$ cat src/rtl/bin_packing_first_best_fit_macros.svh
// Assertion macros shared by the bin packer RTL.
`ifndef BIN_PACKING_FIRST_BEST_FIT_MACROS_SVH
`define BIN_PACKING_FIRST_BEST_FIT_MACROS_SVH

`ifndef ASSERT_OFF
// Same-cycle implication, checked at every rising clock edge outside reset.
`define BPF_ASSERT_NOW(lbl, clk, rst, ant, cons) \
   lbl: assert property (@(posedge clk) disable iff (rst) (ant) |-> (cons)) \
      else $error("bin packer assertion failed");
// Next-cycle implication, checked at every rising clock edge outside reset.
`define BPF_ASSERT_NEXT(lbl, clk, rst, ant, cons) \
   lbl: assert property (@(posedge clk) disable iff (rst) (ant) |=> (cons)) \
      else $error("bin packer assertion failed");
`else
`define BPF_ASSERT_NOW(lbl, clk, rst, ant, cons)
`define BPF_ASSERT_NEXT(lbl, clk, rst, ant, cons)
`endif

`endif

$ cat src/rtl/bpf_pkg.sv
// Package with the types and constants of the bin packer.
package bpf_pkg;

   localparam int MAX_BINS    = 256;
   localparam int BIN_IDX_W   = $clog2(MAX_BINS);
   localparam int BIN_CNT_W   = $clog2(MAX_BINS + 1);
   localparam int SIZE_W      = 16;
   localparam int RSP_IDX_W   = 8;
   localparam int RSP_CNT_W   = 9;
   localparam int CSR_IDX_W   = 1;
   localparam int CSR_DATA_W  = 16;

   localparam logic [CSR_IDX_W-1:0] CSR_BIN_CAPACITY = 1'b0;
   localparam logic [CSR_IDX_W-1:0] CSR_FIT_MODE     = 1'b1;

   localparam logic FIT_FIRST = 1'b0;
   localparam logic FIT_BEST  = 1'b1;

   localparam logic [SIZE_W-1:0] CAPACITY_RESET = 16'hFFFF;
   localparam logic              FIT_MODE_RESET = FIT_BEST;

   typedef struct packed {
      logic [SIZE_W-1:0] item_size;
      logic              first_item;
   } req_type;

   typedef struct packed {
      logic [RSP_IDX_W-1:0] bin_index;
      logic [RSP_CNT_W-1:0] bins_used;
      logic                 overflow;
   } rsp_type;

   typedef enum logic [1:0] {
      ST_IDLE,
      ST_SCAN,
      ST_UPDATE
   } state_type;

endpackage

$ cat src/rtl/bpf_ram.sv
// Generic single-port-write, single-port-read RAM with registered read data.
module bpf_ram #(
   parameter int WIDTH = 16,
   parameter int DEPTH = 256
) (
   input  logic                     clock,
   input  logic                     wr_en,
   input  logic [$clog2(DEPTH)-1:0] wr_addr,
   input  logic [WIDTH-1:0]         wr_data,
   input  logic                     rd_en,
   input  logic [$clog2(DEPTH)-1:0] rd_addr,
   output logic [WIDTH-1:0]         rd_data
);

   logic [WIDTH-1:0] mem_ff [DEPTH];
   logic [WIDTH-1:0] rd_data_ff;

   always_ff @(posedge clock) begin
      if (wr_en) begin
         mem_ff[wr_addr] <= wr_data;
      end
      if (rd_en) begin
         rd_data_ff <= mem_ff[rd_addr];
      end
   end

   assign rd_data = rd_data_ff;

endmodule

$ cat src/rtl/bin_packing_first_best_fit.sv
// Top level of the online first-fit / best-fit bin packer.
// The block takes one item at a time: busy stays high after acceptance until the result is registered.
// The scan reads one stored bin load per cycle from one RAM port and compares each load as it returns.
// The result strobe lasts one cycle and cannot be stalled by the receiver.
// Reset is synchronous and active high; it empties the store and restores the control and configuration registers.
module bin_packing_first_best_fit
   import bpf_pkg::*;
(
   input  logic                  clock,
   input  logic                  reset,
   input  logic                  start,
   output logic                  busy,
   input  req_type               req_data,
   output logic                  rsp_valid,
   output rsp_type               rsp_data,
   input  logic                  csr_we,
   input  logic [CSR_IDX_W-1:0]  csr_index,
   input  logic [CSR_DATA_W-1:0] csr_wdata
);

`include "bin_packing_first_best_fit_macros.svh"

   // Sequencer state.
   state_type state_ff, state_in;

   // Configuration registers.
   logic [SIZE_W-1:0] capacity_ff;
   logic              fit_mode_ff;

   // Item and scan context.
   logic [SIZE_W-1:0]    size_ff;
   logic [BIN_CNT_W-1:0] open_ff, open_in;
   logic [BIN_CNT_W-1:0] issue_ff, issue_in;
   logic                 pend_ff, pend_in;
   logic [BIN_IDX_W-1:0] cmp_idx_ff, cmp_idx_in;
   logic                 found_ff, found_in;
   logic [BIN_IDX_W-1:0] pick_ff, pick_in;
   logic [SIZE_W-1:0]    best_ff, best_in;

   // Result register.
   logic    rsp_valid_ff, rsp_valid_in;
   rsp_type rsp_ff, rsp_in;

   // RAM port signals.
   logic                 ram_wr_en, ram_rd_en;
   logic [BIN_IDX_W-1:0] ram_wr_addr, ram_rd_addr;
   logic [SIZE_W-1:0]    ram_wr_data, ram_rd_data;

   // Shared compare unit: does the load just read still take the item?
   logic               accept;
   logic [SIZE_W:0]    sum_wide;
   logic               fits;
   logic               ff_hit;
   logic               can_issue;
   logic               scan_done;

   assign accept    = start && !busy;
   assign sum_wide  = {1'b0, ram_rd_data} + {1'b0, size_ff};
   assign fits      = pend_ff && (sum_wide <= {1'b0, capacity_ff});
   assign ff_hit    = fits && (fit_mode_ff == FIT_FIRST);
   assign can_issue = (issue_ff < open_ff) && !ff_hit;
   // The scan ends on a first-fit hit, in the cycle that compares the last load, or at once with no open bin.
   assign scan_done = ff_hit || (issue_ff == open_ff);

   bpf_ram #(
      .WIDTH (SIZE_W),
      .DEPTH (MAX_BINS)
   ) u_load_ram (
      .clock   (clock),
      .wr_en   (ram_wr_en),
      .wr_addr (ram_wr_addr),
      .wr_data (ram_wr_data),
      .rd_en   (ram_rd_en),
      .rd_addr (ram_rd_addr),
      .rd_data (ram_rd_data)
   );

   // Next-state logic of the sequencer.
   always_comb begin
      state_in = state_ff;
      unique case (state_ff)
         ST_IDLE: begin
            if (accept) begin
               state_in = ST_SCAN;
            end
         end
         ST_SCAN: begin
            if (scan_done) begin
               state_in = ST_UPDATE;
            end
         end
         ST_UPDATE: begin
            state_in = ST_IDLE;
         end
         default: begin
            state_in = ST_IDLE;
         end
      endcase
   end

   // Output and datapath control of the sequencer.
   always_comb begin
      open_in      = open_ff;
      issue_in     = issue_ff;
      pend_in      = 1'b0;
      cmp_idx_in   = cmp_idx_ff;
      found_in     = found_ff;
      pick_in      = pick_ff;
      best_in      = best_ff;
      rsp_valid_in = 1'b0;
      rsp_in       = rsp_ff;
      ram_wr_en    = 1'b0;
      ram_wr_addr  = pick_ff;
      ram_wr_data  = best_ff + size_ff;
      ram_rd_en    = 1'b0;
      ram_rd_addr  = issue_ff[BIN_IDX_W-1:0];
      unique case (state_ff)
         ST_IDLE: begin
            if (accept) begin
               // A first item empties the store before it is placed.
               if (req_data.first_item) begin
                  open_in = '0;
               end
               issue_in = '0;
               found_in = 1'b0;
               pick_in  = '0;
               best_in  = '0;
            end
         end
         ST_SCAN: begin
            // Issue the next read while the previous load is compared.
            if (can_issue) begin
               ram_rd_en  = 1'b1;
               issue_in   = issue_ff + 1'b1;
               pend_in    = 1'b1;
               cmp_idx_in = issue_ff[BIN_IDX_W-1:0];
            end
            if (ff_hit) begin
               found_in = 1'b1;
               pick_in  = cmp_idx_ff;
               best_in  = ram_rd_data;
            end else if (fits && (ram_rd_data > best_ff)) begin
               // Best fit: strictly greater load wins, so the earliest bin keeps ties
               // and empty bins never take part.
               found_in = 1'b1;
               pick_in  = cmp_idx_ff;
               best_in  = ram_rd_data;
            end
         end
         ST_UPDATE: begin
            rsp_valid_in = 1'b1;
            if (found_ff) begin
               ram_wr_en          = 1'b1;
               rsp_in.bin_index   = RSP_IDX_W'(pick_ff);
               rsp_in.bins_used   = RSP_CNT_W'(open_ff);
               rsp_in.overflow    = 1'b0;
            end else if (open_ff < BIN_CNT_W'(MAX_BINS)) begin
               // No open bin takes the item: open a new one, even for an oversize item.
               ram_wr_en          = 1'b1;
               ram_wr_addr        = open_ff[BIN_IDX_W-1:0];
               ram_wr_data        = size_ff;
               open_in            = open_ff + 1'b1;
               rsp_in.bin_index   = RSP_IDX_W'(open_ff);
               rsp_in.bins_used   = RSP_CNT_W'(open_ff + 1'b1);
               rsp_in.overflow    = 1'b0;
            end else begin
               // Store full: the item is dropped.
               rsp_in.bin_index   = '0;
               rsp_in.bins_used   = RSP_CNT_W'(open_ff);
               rsp_in.overflow    = 1'b1;
            end
         end
         default: begin
            rsp_valid_in = 1'b0;
         end
      endcase
   end

   // Control registers.
   always_ff @(posedge clock) begin
      if (reset) begin
         state_ff     <= ST_IDLE;
         open_ff      <= '0;
         pend_ff      <= 1'b0;
         rsp_valid_ff <= 1'b0;
         capacity_ff  <= CAPACITY_RESET;
         fit_mode_ff  <= FIT_MODE_RESET;
      end else begin
         state_ff     <= state_in;
         open_ff      <= open_in;
         pend_ff      <= pend_in;
         rsp_valid_ff <= rsp_valid_in;
         if (csr_we) begin
            unique case (csr_index)
               CSR_BIN_CAPACITY: capacity_ff <= csr_wdata[SIZE_W-1:0];
               CSR_FIT_MODE:     fit_mode_ff <= csr_wdata[0];
            endcase
         end
      end
   end

   // Payload registers.
   always_ff @(posedge clock) begin
      if (accept) begin
         size_ff <= req_data.item_size;
      end
      issue_ff   <= issue_in;
      cmp_idx_ff <= cmp_idx_in;
      found_ff   <= found_in;
      pick_ff    <= pick_in;
      best_ff    <= best_in;
      rsp_ff     <= rsp_in;
   end

   assign busy      = (state_ff != ST_IDLE);
   assign rsp_valid = rsp_valid_ff;
   assign rsp_data  = rsp_ff;

   // An accepted item keeps the block busy in the following cycle.
   `BPF_ASSERT_NEXT(a_accept_busy, clock, reset, accept, busy)
   // A dropped item is reported only when every bin is open.
   `BPF_ASSERT_NOW(a_overflow_full, clock, reset, rsp_valid && rsp_data.overflow,
      rsp_data.bins_used == RSP_CNT_W'(MAX_BINS))
   // A placed item lands in a bin that is open.
   `BPF_ASSERT_NOW(a_index_open, clock, reset, rsp_valid && !rsp_data.overflow,
      RSP_CNT_W'(rsp_data.bin_index) < rsp_data.bins_used)
   // The open-bin count never passes the store depth.
   `BPF_ASSERT_NOW(a_open_range, clock, reset, 1'b1, open_ff <= BIN_CNT_W'(MAX_BINS))

endmodule
$ cat config.mk
export PLATFORM = sky130hd
export DESIGN_NAME = bin_packing_first_best_fit
export DESIGN_NICKNAME = d
export VERILOG_FILES = /design/src/rtl/bpf_pkg.sv /design/src/rtl/bpf_ram.sv /design/src/rtl/bin_packing_first_best_fit.sv
export VERILOG_INCLUDE_DIRS = /design/src /design/src/rtl
export SDC_FILE = /design/constraint.sdc
export NUM_CORES = 2
export LEC_CHECK = 0
export BUFFER_PORTS_ARGS = -buffer_cell sky130_fd_sc_hd__buf_4
export CELL_PAD_IN_SITES_DETAIL_PLACEMENT = 0
export CELL_PAD_IN_SITES_GLOBAL_PLACEMENT = 1
export CORE_ASPECT_RATIO = 0.75
export CORE_MARGIN = 2
export CORE_UTILIZATION = 40
export DETAILED_ROUTE_END_ITERATION = 6
export GPL_ROUTABILITY_DRIVEN = 0
export MAX_ROUTING_LAYER = met4
export PLACE_DENSITY_LB_ADDON = 0.1
export SLEW_MARGIN = 20
export SYNTH_ARGS = -nofsm -noshare
export SYNTH_HDL_FRONTEND = slang
export SYNTH_SLANG_ARGS = --single-unit
$ cat constraint.sdc
create_clock -name clock -period 31.9 [get_ports clock]
set_input_delay 6.38 -clock clock [delete_from_list [all_inputs] [get_ports clock]]
set_output_delay 6.38 -clock clock [all_outputs]
set_load 0.02 [all_outputs]
[Word-level counts from Yosys, hierarchy flattened]
Memory sizes are Yosys's and may differ from the RTL's. A register that Yosys moved wholly into a read port is not among the register bits.
Cells that the tools add are included.
Word-level totals
  register bits: 106
  bits in latches: 0
  bits in writable memories: 4096
  ROM bits: 0
  output and inout port bits: 20
  word-level logic and storage cells: 94
  memories: 1
Cells by class
  $add $sub $neg: 4
  multiply operators: 0
  divide/modulo/power cells: 0
  $lt $le $gt $ge: 4
  eq/ne operators: 10
  shift-type cells: 0
  mux-type cells: 39
  bitwise gates (word level): 2
  reductions and logical operators: 19
Memory list
  u_load_ram.mem_ff: depth 256, bits a word 16, read ports 1, clocked after memory_dff 1, write ports 1, RTL line bpf_ram.sv:15  | logic [WIDTH-1:0] mem_ff [DEPTH];
Operators by type and width (count)
  2-to-1 mux 16 bit: 6
  2-to-1 mux 9 bit: 6
  2-to-1 mux 8 bit: 6
  2-to-1 mux 18 bit: 2
  case mux 9 bit (2 select lines): 2
  case mux 16 bit (2 select lines): 1
  adder 9 x 1 -> 9 bit (second input constant): 2
  adder 16 x 16 -> 17 bit: 1
  less-or-equal comparator 17 x 16 -> 1 bit: 1
  adder 16 bit: 1
  > comparator 16 bit: 1
  case mux 8 bit (2 select lines): 1
  inequality test 2 bit (second input constant): 6
  2-to-1 mux 1 bit: 11
  == test 9 bit: 1
  less-than comparator 9 bit: 1
  less-than comparator 9 bit (second input constant): 1
  AND reduction 2 bit: 4
  AND reduction 3 bit: 2
  nonzero test 2 bit: 3
  logical AND 1 bit: 5
  AND reduction 5 bit: 1
  2-to-1 mux 2 bit: 2
  case mux 2 bit (2 select lines): 1
  other kinds (8): 10

[Longest topological paths before layout]
  depth after elaboration: 8
  mapped depth: 20

[Modules after synthesis]
Synthesis repeated with hierarchy kept, for this count alone.
Second synthesis, totals
  cell total of the unflattened synthesis: 8054
  area total of the unflattened synthesis: 165662.6 sq um
Modules (own cells, without submodules)
  bpf_ram: instances 1, cells an instance 7360, area an instance 158874.9 sq um
  bin_packing_first_best_fit: instances 1, cells an instance 694, area an instance 6787.8 sq um

[Worst setup path after synthesis]
OpenSTA, ideal clock, no wires.
  path kind: flip-flop to flip-flop
  from: register size_ff[0]
  to: memory u_load_ram.mem_ff[0][14], data pin
  setup time: 2.232 ns
  data arrival time: 12.503 ns
  data required time: 29.668 ns
  path slack: 17.165 ns
  stages on the path, launching flop included: 12
  path buffers: 0
  clock period less this slack: 14.735 ns
  path through: edfxtp_1 > ha_1 > inv_1 > fa_1 > nor2b_1 > o21ai_0 > nand2b_1 > a311oi_1 > o31ai_1 > o311ai_0 > a21boi_0 > o31ai_1
On the way
  cells in the longest elaborated chain, start to end: 4
Ends and longest elaborated chain
  start, declared: RTL line bin_packing_first_best_fit.sv:31  | logic [SIZE_W-1:0] size_ff;
  start signal, assigned: RTL line bin_packing_first_best_fit.sv:205  | size_ff <= req_data.item_size;
  adder 16 bit (*): RTL line bin_packing_first_best_fit.sv:114  | ram_wr_data = best_ff + size_ff;
  2-to-1 mux 16 bit: RTL line bin_packing_first_best_fit.sv:157  | end else if (open_ff < BIN_CNT_W'(MAX_BINS)) begin
  2-to-1 mux 16 bit: RTL line bin_packing_first_best_fit.sv:152  | if (found_ff) begin
  2-to-1 mux 16 bit (*): RTL line bin_packing_first_best_fit.sv:117  | unique case (state_ff)
  via ram_wr_data[14]: RTL line bin_packing_first_best_fit.sv:47  | logic [SIZE_W-1:0] ram_wr_data, ram_rd_data;
  end, declared: RTL line bpf_ram.sv:15
The timed path passes the listed nets; every way through them passes the cells marked *.

[Final worst setup path]
  from: register state_ff[1]
  to: output busy
On the way
  cells in the longest elaborated chain, start to end: 1
Ends and longest elaborated chain
  start, declared: RTL line bin_packing_first_best_fit.sv:24  | state_type state_ff, state_in;
  start signal, assigned: RTL line bin_packing_first_best_fit.sv:189  | state_ff <= state_in;
  nonzero test 2 bit: RTL line bin_packing_first_best_fit.sv:215  | assign busy = (state_ff != ST_IDLE);
  end, declared: RTL line bin_packing_first_best_fit.sv:12  | output logic busy,
Every way passes these cells.

==> flow_summary.toml <==
[status]
run_status = "completed"

[yosys]
yosysUniqueCellTypes = 71
synth_edf_count = 4188
syn-instance-count = 7791
yosysTopAreaCellShare_pct = 76.0
synth_top_cell_by_area = "edfxtp_1"
synth_seq_cells = 4218
syn_area_per_cell_um2 = 21.2
seq_area_frac_synth_pct = 76.4
async_reset_ff_share_pct = 0
synth_fp_nets = 7907
synth_area_um2 = 165000
ys_top_cells_by_area = "edfxtp_1 76%, mux4_2 13%, mux2i_1 2.6%, nor2_1 0.86%, a221oi_1 0.67%"
synthFlopType = "edfxtp_1"
yosys_warnings = 0

[global_routing]
grt_max_degree = 194
grt_pass1_wl_um = 690000
antenna_found_initial = 26
globalRoute.totalOverflow = 0
grt_pass1_vias = 82100
grt_usage_pct = 24.3

[clock_network]
clk_latency_ns = 1.01
cts_buffers = 424
root_buffer = "clkbuf_16"
cts.sinks = 4218
clockBufferDepth = 4
clk_pin_slew_ns = 0.06
cts-htree-levels = 5
cts_resized = 0
cts_tree = "done"
post_cts_buffers = 0
hold_buffers = 0

[floorplanning]
ios = 58
dieHeight_um = 561
start_util_pct = 40.2
die_w_um = 746
die_area_um2 = 419000
design.core.area_um2 = 412000
row_count = 204

[detailed_routing]
initialDrtViolationCount = 10500
dr.pass1.iters = 6
drt-total-wl_um = 502000
vias = 83700
wl_per_cell_um = 35.6
avgViaCountPerCell = 5.94
drc = 0
ant_nets = 0

[timing]
fmax_mhz = 122
slew_headroom_pct = 17.4
period_share_pct = 25.7
worst_pin_slew_ns = 1.24
hold_violations = 0
drv_slew = 0
setup_viol_count_final = 0
tns_ns = 0
clock_skew_ns = 0.0732
finalCriticalPeriod_ns = 8.20
rsz0062_at_grt = "false"

[finish]
seq_area_um2 = 126000
stdcell_count = 14100
area_growth_pct = 13.9
layout_commonest_cell = "edfxtp_1"
nFillCells = 34400
multi_input_area_um2 = 37400
fin_nets = 8375
most-common-layout-cells = "4188 x edfxtp_1, 958 x mux4_2, 450 x buf_4"
layout-drive-gt1-share_pct = 26.8

[critical_path]
critical_path_peak_fanout = 3
slowest_delay_ns = 0.32
critPathSlowestCell = "dfxtp_1"
reg2reg_from = "issue_ff[0]$_SDFFCE_PN0P_"
cp.buffers_inverters = 2
endpoint_kind = "output port"
critical_path.top_delay_family = "flip-flops"
reg2reg_slack_ns = 25.08
reg2regPathDepth = 11
r2r-end = "u_load_ram.rd_data[9]$_DFFE_PP_"
critPathArrivalTime_ns = 1.82
crit_required_ns = 25.52
crit_chain = "nor2_1 > inv_1 > buf_4"
path_class = "reg2out"
critPathLaunchType = "register"

[power]
ir_worst_vdd_v = 0.0000573
power_density_nw_per_um2 = 76.8
leakage_nw = 58.9

[worst_hold_path]
hp-class = "reg2reg"
min_path_cells = 1
min_to = "pick_ff[2]$_SDFFCE_PN0P_"
worstHoldStart = "cmp_idx_ff[2]$_DFFE_PP_"

[place]
numPortBuffers = 57
dp.cells = 13300
dp_hpwl_um = 294000

[job]
drv_cap = 0
## worst max-delay path by stage
stage / slack, ns / endpoint / cells after the start / startpoint
2_1_floorplan: 17.17 / u_load_ram.mem_ff[0][14]$_DFFE_PP_ / 11 / size_ff[0]$_DFFE_PP_
3_3_place_gp: 23.69 / open_ff[4]$_SDFFE_PP0P_ / 7 / start
3_5_place_dp: 23.72 / open_ff[4]$_SDFFE_PP0P_ / 7 / start
4_1_cts: 23.63 / busy / 3 / state_ff[1]$_SDFFE_PP0P_
5_1_grt: 23.60 / busy / 3 / state_ff[1]$_SDFFE_PP0P_
6_report: 23.70 / busy / 3 / state_ff[1]$_SDFFE_PP0P_
## metal layers
| metal | up-vias | wire length [um] | track usage, % |
|---|---|---|---|
| met5 | - | 0 | - |
| li1 | 33700 | - | - |
| met4 | 0 | 9810 | 4.60 |
| met1 | 46100 | 233000 | 37.3 |
| met2 | 3396 | 220000 | 34.7 |
| met3 | 523 | 38300 | 3.73 |
## flip-flops by register name (all words and copies together), names as in the netlist, 2 cells and up
signal,count
u_load_ram.rd_data,16
best_ff,16
pick_ff,8
capacity_ff,16
open_ff,9
size_ff,16
u_load_ram.mem_ff,4096
rsp_data,18
state_ff,2
issue_ff,9
cmp_idx_ff,8
## per-stage QoR
step / hold slack, ns / worst slack (ns) / cell area, um^2 / power [mW] / util [%]
after global routing: 0.536 / 23.60 / 188000 / 14.9 / 45.7
after floorplan: 0.452 / 17.17 / 165000 / 8.71 / -
final: 0.518 / 23.70 / 188000 / 14.5 / 45.7
after detailed placement: 0.506 / 23.72 / 175000 / 9.65 / 42.4
after global placement: 0.501 / 23.69 / 174000 / 9.58 / 42.4
after CTS: 0.520 / 23.63 / 188000 / 14.6 / 45.7
## cells in the mapped netlist, types with 16 or more instances
master    count
a211o_1      29
a211oi_1     26
a21o_1       17
a21oi_1     135
a221o_1      38
a221oi_1    127
a22oi_1      49
and2_1       29
buf_1        31
buf_2        88
buf_4        29
buf_6        86
clkbuf_1    191
dfxtp_1      30
edfxtp_1   4188
ha_1         76
inv_1        64
mux2_2       27
mux2i_1     422
mux4_2      958
nand2_1     194
nand3_1      90
nand4_1      16
nor2_1      381
nor2b_1      23
nor3_1       44
o21ai_0     112
o221ai_1     23
o22ai_1      21
o31ai_1      41
xnor2_1      26
## power breakdown
group          internal (mW)  switching, mW  total (mW)  leakage [nW]
sequential              6.78         0.0290        6.81          37.9
clock                   2.78           2.17        4.95          6.64
combinational          0.757           1.95        2.71          14.3
## logic make-up after synthesis
| kind of cell | count (synthesis) | synth area share [%] |
|---|---|---|
| simple gates | 828 | 2.17 |
| mux | 1408 | 15.8 |
| xor+xnor | 38 | 0.201 |
| buf+inv | 498 | 1.71 |
| fa+ha+maj | 78 | 0.599 |
| flops | 4218 | 76.4 |
| compound gates | 723 | 3.11 |
## final cells by class
cell class              instances  area share, %
multi-input cells            3075           19.8
inverters                      65          0.136
clock inverters               270           1.38
flip-flops and latches       4218           67.1
diodes                         17         0.0226
repair buffers                475           2.05
clock buffers                 510           5.85
well taps                    5459           3.63
Power figures use the tool's default switching activity.
